<file path="src/rtl/core/rrct_pkg.sv">
// Shared constants and types for the round-robin completion times unit.
package rrct_pkg;

   localparam int MaxProcs = 16;
   localparam int IdxW = $clog2(MaxProcs);
   localparam int CntW = $clog2(MaxProcs + 1);
   localparam int TimeW = 21;

   localparam logic [0:0] CSR_TIME_SLICE = 1'b0;

   // Commands from the controller to the datapath.
   typedef struct packed {
      logic load;       // store the incoming job
      logic scan_start; // begin an admission scan
      logic scan_step;  // examine one job
      logic jump;       // advance time to the earliest pending arrival
      logic pop;        // take the queue head
      logic run;        // run the popped job for up to one slice
      logic finish;     // retire the running job or requeue it
      logic clear;      // reset the set state
   } rrct_cmd_type;

   // Status from the datapath to the controller.
   typedef struct packed {
      logic scan_done;  // scan has covered every job
      logic scan_found; // scan admitted a job on this pass
      logic queue_empty;
      logic any_pending;
      logic all_done;
   } rrct_sts_type;

endpackage

</file>
<file path="src/rtl/core/rrct_ctrl.sv">
// Controller state machine: sequences loads, admission scans and slices.
module rrct_ctrl import rrct_pkg::*; (
   input  logic         clock,
   input  logic         reset,
   input  logic         start,
   input  logic         last_job,
   input  rrct_sts_type sts,
   output rrct_cmd_type cmd,
   output logic         busy
);

   localparam logic [2:0] S_IDLE  = 3'd0;
   localparam logic [2:0] S_CHECK = 3'd1;
   localparam logic [2:0] S_SCAN  = 3'd2;
   localparam logic [2:0] S_POP   = 3'd3;
   localparam logic [2:0] S_RUN   = 3'd4;
   localparam logic [2:0] S_SCAN2 = 3'd5;
   localparam logic [2:0] S_FIN   = 3'd6;

   logic [2:0] state_ff, state_in;

   always_ff @(posedge clock) begin
      if (reset) state_ff <= S_IDLE;
      else       state_ff <= state_in;
   end

   always_comb begin
      cmd = '0;
      state_in = state_ff;
      unique case (state_ff)
         S_IDLE: begin
            if (start) begin
               cmd.load = 1'b1;
               if (last_job) state_in = S_CHECK;
            end
         end
         S_CHECK: begin
            // pick the next action: done, jump and admit, or dispatch
            priority if (sts.all_done) begin
               cmd.clear = 1'b1;
               state_in = S_IDLE;
            end else if (sts.queue_empty) begin
               if (sts.any_pending) begin
                  cmd.jump = 1'b1;
                  cmd.scan_start = 1'b1;
                  state_in = S_SCAN;
               end else begin
                  cmd.clear = 1'b1;
                  state_in = S_IDLE;
               end
            end else begin
               state_in = S_POP;
            end
         end
         S_SCAN: begin
            cmd.scan_step = 1'b1;
            if (sts.scan_done) begin
               if (sts.scan_found) cmd.scan_start = 1'b1;
               else state_in = S_POP;
            end
         end
         S_POP: begin
            cmd.pop = 1'b1;
            state_in = S_RUN;
         end
         S_RUN: begin
            cmd.run = 1'b1;
            cmd.scan_start = 1'b1;
            state_in = S_SCAN2;
         end
         S_SCAN2: begin
            cmd.scan_step = 1'b1;
            if (sts.scan_done) begin
               if (sts.scan_found) cmd.scan_start = 1'b1;
               else state_in = S_FIN;
            end
         end
         S_FIN: begin
            cmd.finish = 1'b1;
            state_in = S_CHECK;
         end
         default: state_in = S_IDLE;
      endcase
   end

   assign busy = (state_ff != S_IDLE);

endmodule

</file>
<file path="src/rtl/core/rrct_dp.sv">
// Datapath: job stores, ready queue, time counter and result formation.
module rrct_dp import rrct_pkg::*; (
   input  logic         clock,
   input  logic         reset,
   input  rrct_cmd_type cmd,
   input  logic [15:0]  arrival_time,
   input  logic [15:0]  burst_time,
   input  logic [15:0]  slice,
   output rrct_sts_type sts,
   output logic         done_strobe,
   output logic [3:0]   job_index,
   output logic [20:0]  completion_time,
   output logic [20:0]  turnaround_time,
   output logic [19:0]  queue_wait,
   output logic         last_result
);

   logic [15:0] arr_mem [MaxProcs];
   logic [15:0] bur_mem [MaxProcs];
   logic [15:0] rem_mem [MaxProcs];
   logic [IdxW-1:0] fifo_mem [MaxProcs];

   logic [MaxProcs-1:0] queued_ff, queued_in;
   logic [IdxW-1:0] head_ff, head_in;
   logic [CntW-1:0] count_ff, count_in;
   logic [CntW-1:0] loaded_ff, loaded_in;
   logic [CntW-1:0] fin_ff, fin_in;
   logic [TimeW-1:0] time_ff, time_in;

   // scan state: walks all jobs, keeps best admissible one
   logic [IdxW-1:0] scan_ff, scan_in;
   logic            best_vld_ff, best_vld_in;
   logic [IdxW-1:0] best_ff, best_in;

   // job being run and its remaining burst, set by a pop
   logic [IdxW-1:0] cur_ff, cur_in;
   logic [15:0]     remv_ff, remv_in;

   logic [IdxW-1:0] tail;
   logic [15:0]     min_arr;
   logic            any_pend;
   logic [15:0]     run_len;
   logic [15:0]     rem_after;
   logic            scan_last;
   logic            elig;
   logic            pick_vld;
   logic [IdxW-1:0] pick_idx;

   logic [15:0]         tree_arr [MaxProcs];
   logic [MaxProcs-1:0] tree_vld;

   assign tail = IdxW'((CntW+1)'(head_ff) + (CntW+1)'(count_ff));
   assign scan_last = ((CntW)'(scan_ff) + 1'b1) >= loaded_ff;
   assign elig = !queued_ff[scan_ff] && ((CntW)'(scan_ff) < loaded_ff) &&
                 (TimeW'(arr_mem[scan_ff]) <= time_ff) &&
                 (!best_vld_ff || arr_mem[scan_ff] < arr_mem[best_ff]);
   assign pick_vld = best_vld_ff || elig;
   assign pick_idx = elig ? scan_ff : best_ff;

   // minimum pending arrival over the loaded jobs; pairwise tree, log2 levels
   always_comb begin
      for (int i = 0; i < MaxProcs; i++) begin
         tree_arr[i] = arr_mem[i];
         tree_vld[i] = ((CntW)'(i) < loaded_ff) && !queued_ff[i];
      end
      for (int w = MaxProcs / 2; w >= 1; w = w >> 1) begin
         for (int i = 0; i < w; i++) begin
            if (tree_vld[2*i+1] && (!tree_vld[2*i] || tree_arr[2*i+1] < tree_arr[2*i]))
               tree_arr[i] = tree_arr[2*i+1];
            else
               tree_arr[i] = tree_arr[2*i];
            tree_vld[i] = tree_vld[2*i] || tree_vld[2*i+1];
         end
      end
      min_arr = tree_arr[0];
      any_pend = tree_vld[0];
   end

   assign run_len = (remv_ff < slice) ? remv_ff : slice;
   assign rem_after = remv_ff - run_len;

   always_comb begin
      queued_in = queued_ff;
      head_in = head_ff;
      count_in = count_ff;
      loaded_in = loaded_ff;
      fin_in = fin_ff;
      time_in = time_ff;
      scan_in = scan_ff;
      best_vld_in = best_vld_ff;
      best_in = best_ff;
      cur_in = cur_ff;
      remv_in = remv_ff;
      if (cmd.load && loaded_ff < CntW'(MaxProcs)) begin
         queued_in[loaded_ff[IdxW-1:0]] = 1'b0;
         loaded_in = loaded_ff + 1'b1;
      end
      if (cmd.jump && TimeW'(min_arr) > time_ff) time_in = TimeW'(min_arr);
      if (cmd.scan_step) begin
         best_in = pick_idx;
         best_vld_in = pick_vld;
         scan_in = scan_ff + 1'b1;
         if (scan_last && pick_vld) begin
            // admit the best job of this pass, then rescan
            queued_in[pick_idx] = 1'b1;
            count_in = count_ff + 1'b1;
         end
      end
      if (cmd.scan_start) begin
         scan_in = '0;
         best_vld_in = 1'b0;
      end
      if (cmd.pop) begin
         cur_in = fifo_mem[head_ff];
         remv_in = rem_mem[fifo_mem[head_ff]];
         head_in = head_ff + 1'b1;
         count_in = count_ff - 1'b1;
      end
      if (cmd.run) begin
         time_in = time_ff + TimeW'(run_len);
         remv_in = rem_after;
      end
      if (cmd.finish) begin
         if (remv_ff != 16'd0) count_in = count_ff + 1'b1;
         else fin_in = fin_ff + 1'b1;
      end
      if (cmd.clear) begin
         queued_in = '0;
         head_in = '0;
         count_in = '0;
         loaded_in = '0;
         fin_in = '0;
         time_in = '0;
      end
   end

   always_ff @(posedge clock) begin
      if (reset) begin
         queued_ff <= '0;
         head_ff <= '0;
         count_ff <= '0;
         loaded_ff <= '0;
         fin_ff <= '0;
         time_ff <= '0;
         best_vld_ff <= 1'b0;
      end else begin
         queued_ff <= queued_in;
         head_ff <= head_in;
         count_ff <= count_in;
         loaded_ff <= loaded_in;
         fin_ff <= fin_in;
         time_ff <= time_in;
         best_vld_ff <= best_vld_in;
      end
   end

   always_ff @(posedge clock) begin
      scan_ff <= scan_in;
      best_ff <= best_in;
      cur_ff <= cur_in;
      remv_ff <= remv_in;
   end

   // store writes
   always_ff @(posedge clock) begin
      if (cmd.load && loaded_ff < CntW'(MaxProcs)) begin
         arr_mem[loaded_ff[IdxW-1:0]] <= arrival_time;
         bur_mem[loaded_ff[IdxW-1:0]] <= (burst_time == 16'd0) ? 16'd1 : burst_time;
         rem_mem[loaded_ff[IdxW-1:0]] <= (burst_time == 16'd0) ? 16'd1 : burst_time;
      end
      if (cmd.run) rem_mem[cur_ff] <= rem_after;
      if (cmd.scan_step && scan_last && pick_vld)
         fifo_mem[tail] <= pick_idx;
      else if (cmd.finish && remv_ff != 16'd0)
         fifo_mem[tail] <= cur_ff;
   end

   logic [TimeW-1:0] tat;
   assign tat = time_ff - TimeW'(arr_mem[cur_ff]);

   // result register
   always_ff @(posedge clock) begin
      if (reset) done_strobe <= 1'b0;
      else done_strobe <= cmd.finish && (remv_ff == 16'd0);
      job_index <= 4'(cur_ff);
      completion_time <= time_ff;
      turnaround_time <= tat;
      queue_wait <= 20'(tat - TimeW'(bur_mem[cur_ff]));
      last_result <= (fin_ff + 1'b1) == loaded_ff;
   end

   assign sts.scan_done = scan_last;
   assign sts.scan_found = pick_vld;
   assign sts.queue_empty = (count_ff == '0);
   assign sts.any_pending = any_pend;
   assign sts.all_done = (fin_ff == loaded_ff);

endmodule

</file>
<file path="src/rtl/core/round_robin_completion_times_unit.sv">
// Jobs load one per cycle while idle; the item with last_job runs round-robin
// over the stored jobs, busy staying high throughout. Each dispatch steps through
// a check, a pop, a run, an admission scan that walks the job stores in sequence
// and restarts after each admitted job, and a retire. Results appear on
// rsp_valid for one cycle each and cannot be stalled by the receiver.
module round_robin_completion_times_unit import rrct_pkg::*; (
   input  logic        clock,
   input  logic        reset,
   input  logic        start,
   output logic        busy,
   input  logic [15:0] req_arrival_time,
   input  logic [15:0] req_burst_time,
   input  logic        req_last_job,
   output logic        rsp_valid,
   output logic [3:0]  rsp_job_index,
   output logic [20:0] rsp_completion_time,
   output logic [20:0] rsp_turnaround_time,
   output logic [19:0] rsp_queue_wait,
   output logic        rsp_last_result,
   input  logic        psel,
   input  logic        penable,
   input  logic        pwrite,
   input  logic [2:0]  paddr,
   input  logic [31:0] pwdata,
   output logic [31:0] prdata,
   output logic        pready
);

   rrct_cmd_type cmd;
   rrct_sts_type sts;
   logic [15:0]  slice_ff;
   logic [15:0]  slice_eff;
   logic         go;

   assign pready = 1'b1;
   assign go = start && !busy;

   always_ff @(posedge clock) begin
      if (reset) slice_ff <= 16'd4;
      else if (psel && penable && pwrite && paddr[2] == CSR_TIME_SLICE && paddr[1:0] == 2'b00)
         slice_ff <= pwdata[15:0];
   end

   assign prdata = (paddr[2] == CSR_TIME_SLICE) ? {16'd0, slice_ff} : 32'd0;
   assign slice_eff = (slice_ff == 16'd0) ? 16'd1 : slice_ff;

   rrct_ctrl u_ctrl (
      .clock(clock), .reset(reset), .start(go), .last_job(req_last_job),
      .sts(sts), .cmd(cmd), .busy(busy)
   );

   rrct_dp u_dp (
      .clock(clock), .reset(reset), .cmd(cmd),
      .arrival_time(req_arrival_time), .burst_time(req_burst_time),
      .slice(slice_eff), .sts(sts), .done_strobe(rsp_valid),
      .job_index(rsp_job_index), .completion_time(rsp_completion_time),
      .turnaround_time(rsp_turnaround_time), .queue_wait(rsp_queue_wait),
      .last_result(rsp_last_result)
   );

   a_pop_nonempty: assert property (@(posedge clock) disable iff (reset)
      cmd.pop |-> !sts.queue_empty) else $error("pop from empty queue");
   a_result_busy: assert property (@(posedge clock) disable iff (reset)
      rsp_valid |-> $past(busy)) else $error("result while idle");
   a_one_cmd: assert property (@(posedge clock) disable iff (reset)
      $onehot0({cmd.load, cmd.pop, cmd.run, cmd.finish, cmd.clear}))
      else $error("conflicting commands");

endmodule

</file>
<file path="config.mk">
export PLATFORM = sky130hd
export DESIGN_NAME = round_robin_completion_times_unit
export DESIGN_NICKNAME = d
export VERILOG_FILES = /design/src/rtl/core/rrct_pkg.sv /design/src/rtl/core/rrct_ctrl.sv /design/src/rtl/core/rrct_dp.sv /design/src/rtl/core/round_robin_completion_times_unit.sv
export SDC_FILE = /design/constraint.sdc
export NUM_CORES = 2
export LEC_CHECK = 0
export ABC_AREA = 1
export BUFFER_PORTS_ARGS = -buffer_cell sky130_fd_sc_hd__buf_4
export CAP_MARGIN = 20
export CORE_MARGIN = 4
export CORE_UTILIZATION = 55
export CTS_BUF_LIST = sky130_fd_sc_hd__clkbuf_8 sky130_fd_sc_hd__clkbuf_16
export DETAILED_ROUTE_END_ITERATION = 10
export GPL_ROUTABILITY_DRIVEN = 0
export PLACE_DENSITY = 0.71
export SYNTH_ARGS = -nofsm -noshare
export SYNTH_HDL_FRONTEND = slang
export SYNTH_SLANG_ARGS = --single-unit
</file>
<file path="constraint.sdc">
create_clock -name clock -period 21.9 [get_ports clock]
set_input_delay 3.285 -clock clock [delete_from_list [all_inputs] [get_ports clock]]
set_output_delay 3.285 -clock clock [all_outputs]
set_load 0.01 [all_outputs]
</file>
Word-level counts from Yosys, hierarchy flattened
Memories as Yosys holds them, arrays and structs flattened. A register that Yosys moved wholly into a read port is not among the register bits.
Index checks and enable logic that the tools add are counted.
{ "op_classes": {"n_addsub": 12, "n_lt_le_gt_ge": 43, "n_eq_ne": 14, "n_mux": 85, "bitwise_logic": 6, "reduce_logical": 130} }
{ "ops": {"columns": ["op", "n"], "rows": [
  ["16-bit two-way mux", 25],
  ["16-bit < comparator", 17],
  ["1-bit logical AND", 48],
  ["16-bit logical NOT", 3],
  ["21-bit two-way mux", 2],
  ["4-bit by 5-bit < comparator with 1-bit output, first input constant", 8],
  ["4-bit two-way mux", 10],
  ["1-bit logical NOT", 34],
  ["1-bit logical OR", 32],
  ["1-bit two-way mux", 29],
  ["5-bit two-way mux", 5],
  ["3-bit two-way mux", 8],
  ["21-bit by 16-bit adder with 21-bit output", 1],
  ["16-bit by 21-bit greater-than comparator with 1-bit output", 1],
  ["16-bit by 21-bit less-or-equal comparator with 1-bit output", 1],
  ["3-bit case mux with 7 select lines", 1],
  ["21-bit by 16-bit subtractor with 21-bit output", 1],
  ["3-bit by 5-bit < comparator with 1-bit output, first input constant", 4],
  ["20-bit by 16-bit subtractor with 20-bit output", 1],
  ["16-bit AND", 1],
  ["16-bit NOT", 1],
  ["16-bit OR", 1],
  ["16-bit nonzero test", 1],
  ["16-bit OR reduction", 1],
  ["33 further kinds", 54]
]} }
{ "word_totals": {"ff_bits": 172, "ramBits": 832, "in_bits": 74, "out_inout_bits": 102, "elab_cells": 313, "mem_count": 4} }
{ "mem_list": {"columns": ["memory", "depth", "width", "read_ports", "rd_ports_with_merged_regs", "write_ports", "line_no", "source"], "rows": [
  ["u_dp.arr_mem", 16, 16, 19, 3, 1, "rrct_dp.sv:18", "logic [15:0] arr_mem [MaxProcs];"],
  ["u_dp.bur_mem", 16, 16, 1, 1, 1, "rrct_dp.sv:19", "logic [15:0] bur_mem [MaxProcs];"],
  ["u_dp.rem_mem", 16, 16, 1, 0, 1, "rrct_dp.sv:20", "logic [15:0] rem_mem [MaxProcs];"],
  ["u_dp.fifo_mem", 16, 4, 1, 1, 1, "rrct_dp.sv:21", "logic [IdxW-1:0] fifo_mem [MaxProcs];"]
]} }

Depth between registers and ports, before layout
{ "depth": {"depth_word": 22, "mapped_depth": 79} }

Modules after synthesis
A second synthesis with hierarchy kept.
{ "unflattened": {"cells_unflattened": 7019, "hier_area_um2": 60301.6} }
{ "by_module_without_submodules": {"columns": ["module", "n_inst", "cells_per_inst", "area_each_um2", "seq_area_each_um2"], "rows": [
  ["rrct_dp", 1, 6767, 58773.9, 28607.4],
  ["round_robin_completion_times_unit", 1, 203, 1233.7, 320.3],
  ["rrct_ctrl", 1, 49, 294.0, 60.1]
]} }

Worst setup path before layout
OpenSTA, ideal clock, no wires.
{ "synth_timing": {"path_kind": "register to register", "start": "mem u_dp.arr_mem[7][13]", "end": "reg u_dp.time_ff[10]", "arrival_ps": 8722, "required_ps": 21760, "setup_slack_ps": 13037, "path_stages_with_launch": 61, "period_less_slack_ps": 8863, "cell_sequence": "edfxtp_1 > ha_1 > nand2_1 > nor4_1 > nand2_1 > nand2_1 > nand2_1 > nand2_1 > clkbuf_1 > clkbuf_1 > o21ai_0 > ha_1 > a21oi_1 > nor2_1 > a2111oi_0 > nand2_1 > nand2_2 > nand2_2 > (+25 left out) > nand2_1 > o21ai_0 > a21oi_1 > nor2_1 > o2111ai_1 > o211ai_1 > nand4_1 > a21oi_1 > a211oi_1 > o21ai_0 > and3_1 > buf_2 > inv_1 > nand2_1 > clkbuf_1 > o32ai_1 > inv_1 > a21oi_2"} }
{ "synth_lines": {"columns": ["item", "line_no", "source"], "rows": [
  ["start, declared", "rrct_dp.sv:18", null],
  ["end signal, assigned", "rrct_dp.sv:152", "time_ff <= time_in;"],
  ["end, declared", "rrct_dp.sv:28", "logic [TimeW-1:0] time_ff, time_in;"]
]} }

==> flow_summary.ini <==
[run_status]
run_status = finished clean

[place]
dpl-instance-area_um2 = 59420
place.port_buffers = 142
dpl.hpwl_um = 126300

[worst_setup_path]
rrSetupSlack_ps = 8370
r2r.worst_path.cells = 56
critical_path_class = reg2reg
cp_max_fo = 30
worstReg2RegEnd = u_dp.time_ff[13]
worst_r2r_startpoint = u_dp.arr_mem[2][15]
cell_with_the_most_instances_on_the_worst_path = sky130_fd_sc_hd__nand2_1
critical-path-max-stage-delay_ps = 830
critPathCaptureType = flop
crit_path_dat_ps = 14180
critical_path.slowest_cell = sky130_fd_sc_hd__o21ai_0
crit_path_start_kind = flop
cp-endpoint = u_dp.time_ff[13]
crit_start = u_dp.arr_mem[2][15]
critical_path_data_required_time_ps = 22550

[sta]
final_min_period_over_clock_period = 0.6179
skew_ps = 53.93
drv_slew = 0
maxClockFrequency_ghz = 0.07390
setup-violations-final = 0
grt_setup_unrepaired = no
period_minus_slack_ps = 13530
worst-slew-pin-transition_ps = 1193
worst_rel_slew_slack = 0.1975
hold_viol_final = 0
tns_ps = 0

[logic_synthesis]
synth_compound_area_frac = 0.1980
synthFlopType = sky130_fd_sc_hd__edfxtp_1
yosys.area_share.adder = 0.08153
synth_top_area_cell = sky130_fd_sc_hd__edfxtp_1
syn-cell-area_um2 = 57240
synth_seq_cells = 1020
ys_seq_area_frac = 0.5064
combinational_family_with_the_most_area_after_synthesis = compound AO/OA/AOI/OAI gates
synthSimpleGateAreaFrac = 0.1220
synth_xor_area_frac = 0.009333
synth.lib_cells_used.distinct = 63
synth_top_cells_by_area = sky130_fd_sc_hd__edfxtp_1 (45%), sky130_fd_sc_hd__o21ai_0 (8.4%), sky130_fd_sc_hd__ha_1 (8.0%)
post_synth.cell_area_avg_um2 = 9.078
synth-edff-count = 856
multiplexer_fraction_of_the_synthesized_cell_area = 0.01401
top_count_cell_post_synth = sky130_fd_sc_hd__nand2_1
netlist_top_cells_count = sky130_fd_sc_hd__nand2_1 (1,003), sky130_fd_sc_hd__o21ai_0 (961), sky130_fd_sc_hd__edfxtp_1 (856)
netlist.area_leader.share = 0.4490
synth-warning-count = 0
synth_async_sr_flop_share = 0
syn-instance-count = 6306

[routing]
route.detailed.vias_per_inst = 6.193
post-route-drc-count = 0
ant_nets = 0
drt_first_iter_violations = 7287
via_count = 48060
routed_wirelength_um = 183800
routedWlPerCell_um = 23.69
drt_pre_antenna_iters = 8

[grt]
maximum_number_of_pins_on_one_net_before_global_route_repair = 119
globalRoute.totalOverflow = 0
grt_first_pass_wirelength_um = 268800
gr_usage_total = 0.3269
number_of_global_route_vias_before_repair = 43850
antenna_found_initial = 14

[clocking]
clkSlewWorstSetupHoldPaths_ps = 60
cts_sinks = 1020
ctsHoldBuffers = 0
clk_path_buf_depth = 3
post_cts_resized = 0
cts_made_buffers = 105
clk_root_buffer_cell = sky130_fd_sc_hd__clkbuf_16
cts_setup_buffers = 0
insertion_delay_ps = 740
h-tree-depth = 3
tritoncts = done

[finish]
layout-area-overhead-vs-synth_pct = 10.37
final_design_area_no_fill_um2 = 63180
drive_gt1_frac = 0.08069
fin_nets = 6728

[worst_hold_path]
min_path_cells = 0
hold_path.class = reg2reg

[floorplanning]
fp.coreArea_um2 = 103500
top_level_ports = 176
fp.dieW_um = 330.6
die_area_um2 = 109300
initial_utilization = 0.5531
rows = 118
die-height_um = 330.6

[pwr]
p_sw_frac = 0.4079
power_leakage_nw = 25.63
power_frac_comb = 0.397
power_density_nw_per_um2 = 113.9
share_clk_of_total_power = 0.262
power.sequential.fraction = 0.341
cellInternalPower_mw = 4.263
worst_ir_drop_vdd_v = 0.0001075
power.switching_mw = 2.936

[run]
max_cap_viols = 0
==> metal layers <==
metal | global-route usage | share of wire
met2 | 0.5060 | 0.44
met3 | 0.06158 | 0.10
met4 | 0.2135 | 0.076
met5 | 0 | 0.00034
met1 | 0.4224 | 0.38
==> logic make-up after synthesis <==
logic type      after synthesis
compound gates             2060
xor+xnor                     61
fa+ha+maj                   370
buf+inv                    1018
flops                      1020
mux                          80
other cells                   2
simple gates               1695
==> state kept, by name (all words and copies together) (netlist names), 20 cells and up, named ones only <==
register              count
u_dp.fifo_mem            64
u_dp.rem_mem            256
u_dp.turnaround_time     21
u_dp.bur_mem            256
u_dp.time_ff             21
u_dp.arr_mem            256
u_dp.queue_wait          20
u_dp.completion_time     21
==> power by group through the flow <==
| stage | clock [mW] | combinational [mW] | sequential (mW) |
|---|---|---|---|
| final | 1.88 | 2.86 | 2.45 |
| after global routing | 1.98 | 3.09 | 2.47 |
| after CTS | 1.90 | 2.76 | 2.45 |
| after detailed placement | 0 | 2.74 | 2.49 |
| after global placement | 0 | 2.68 | 2.48 |
| after floorplan | 0 | 1.82 | 2.41 |
==> layout make-up <==
type                       instances  area (µm²)
fill                            8588       40320
sequential                      1020       29010
multi-input combinational       4283       24550
clock buffer                     111        2744
inverter                         647        2435
timing repair buffer             227        1773
tap                             1380        1727
clock inverter                    82       908.4
antenna                           10       25.02
==> cells in the final DEF, fill, tap and decap left out, types with 111 or more instances in the layout <==
cell and count:
sky130_fd_sc_hd__inv_1 650, sky130_fd_sc_hd__o221ai_1 113, sky130_fd_sc_hd__o211ai_1 111, sky130_fd_sc_hd__ha_1 365
sky130_fd_sc_hd__buf_4 221, sky130_fd_sc_hd__a21oi_1 736, sky130_fd_sc_hd__edfxtp_1 856, sky130_fd_sc_hd__nand3_1 154
sky130_fd_sc_hd__o21ai_0 957, sky130_fd_sc_hd__nand2_1 1000, sky130_fd_sc_hd__nor2_1 362, sky130_fd_sc_hd__dfxtp_1 156
==> worst min-delay path by stage <==
stage | start | end
floorplan | u_dp.time_ff[10] | u_dp.completion_time[10]
global placement | u_dp.time_ff[3] | u_dp.completion_time[3]
detailed placement | u_dp.time_ff[6] | u_dp.completion_time[6]
CTS | u_dp.time_ff[6] | u_dp.completion_time[6]
global route | u_dp.time_ff[6] | u_dp.completion_time[6]
finish | u_dp.time_ff[6] | u_dp.completion_time[6]
==> worst max-delay path: cells and delay by family (launching register included) <==
kind,cells,cell delay [ps]
compound gates,20,5140
flops,1,430
fa+ha+maj,5,1560
buf+inv,7,1210
simple gates,24,5080
==> through the flow <==
stage / total power [mW] / std cells / hold WS (ps) / utilization / setup slack [ps]
floorplan: 4.228 / 6321 / 371.8 / - / 13040
global route: 7.532 / 7754 / 413.9 / 0.6103 / 7657
finish: 7.199 / 7760 / 412.2 / 0.6104 / 8368
CTS: 7.103 / 7745 / 405.0 / 0.6094 / 8966
detailed placement: 5.223 / 7552 / 396.6 / 0.5741 / 9057
global placement: 5.159 / 7549 / 394.5 / 0.5737 / 9118
Power figures use the tool's default switching activity.
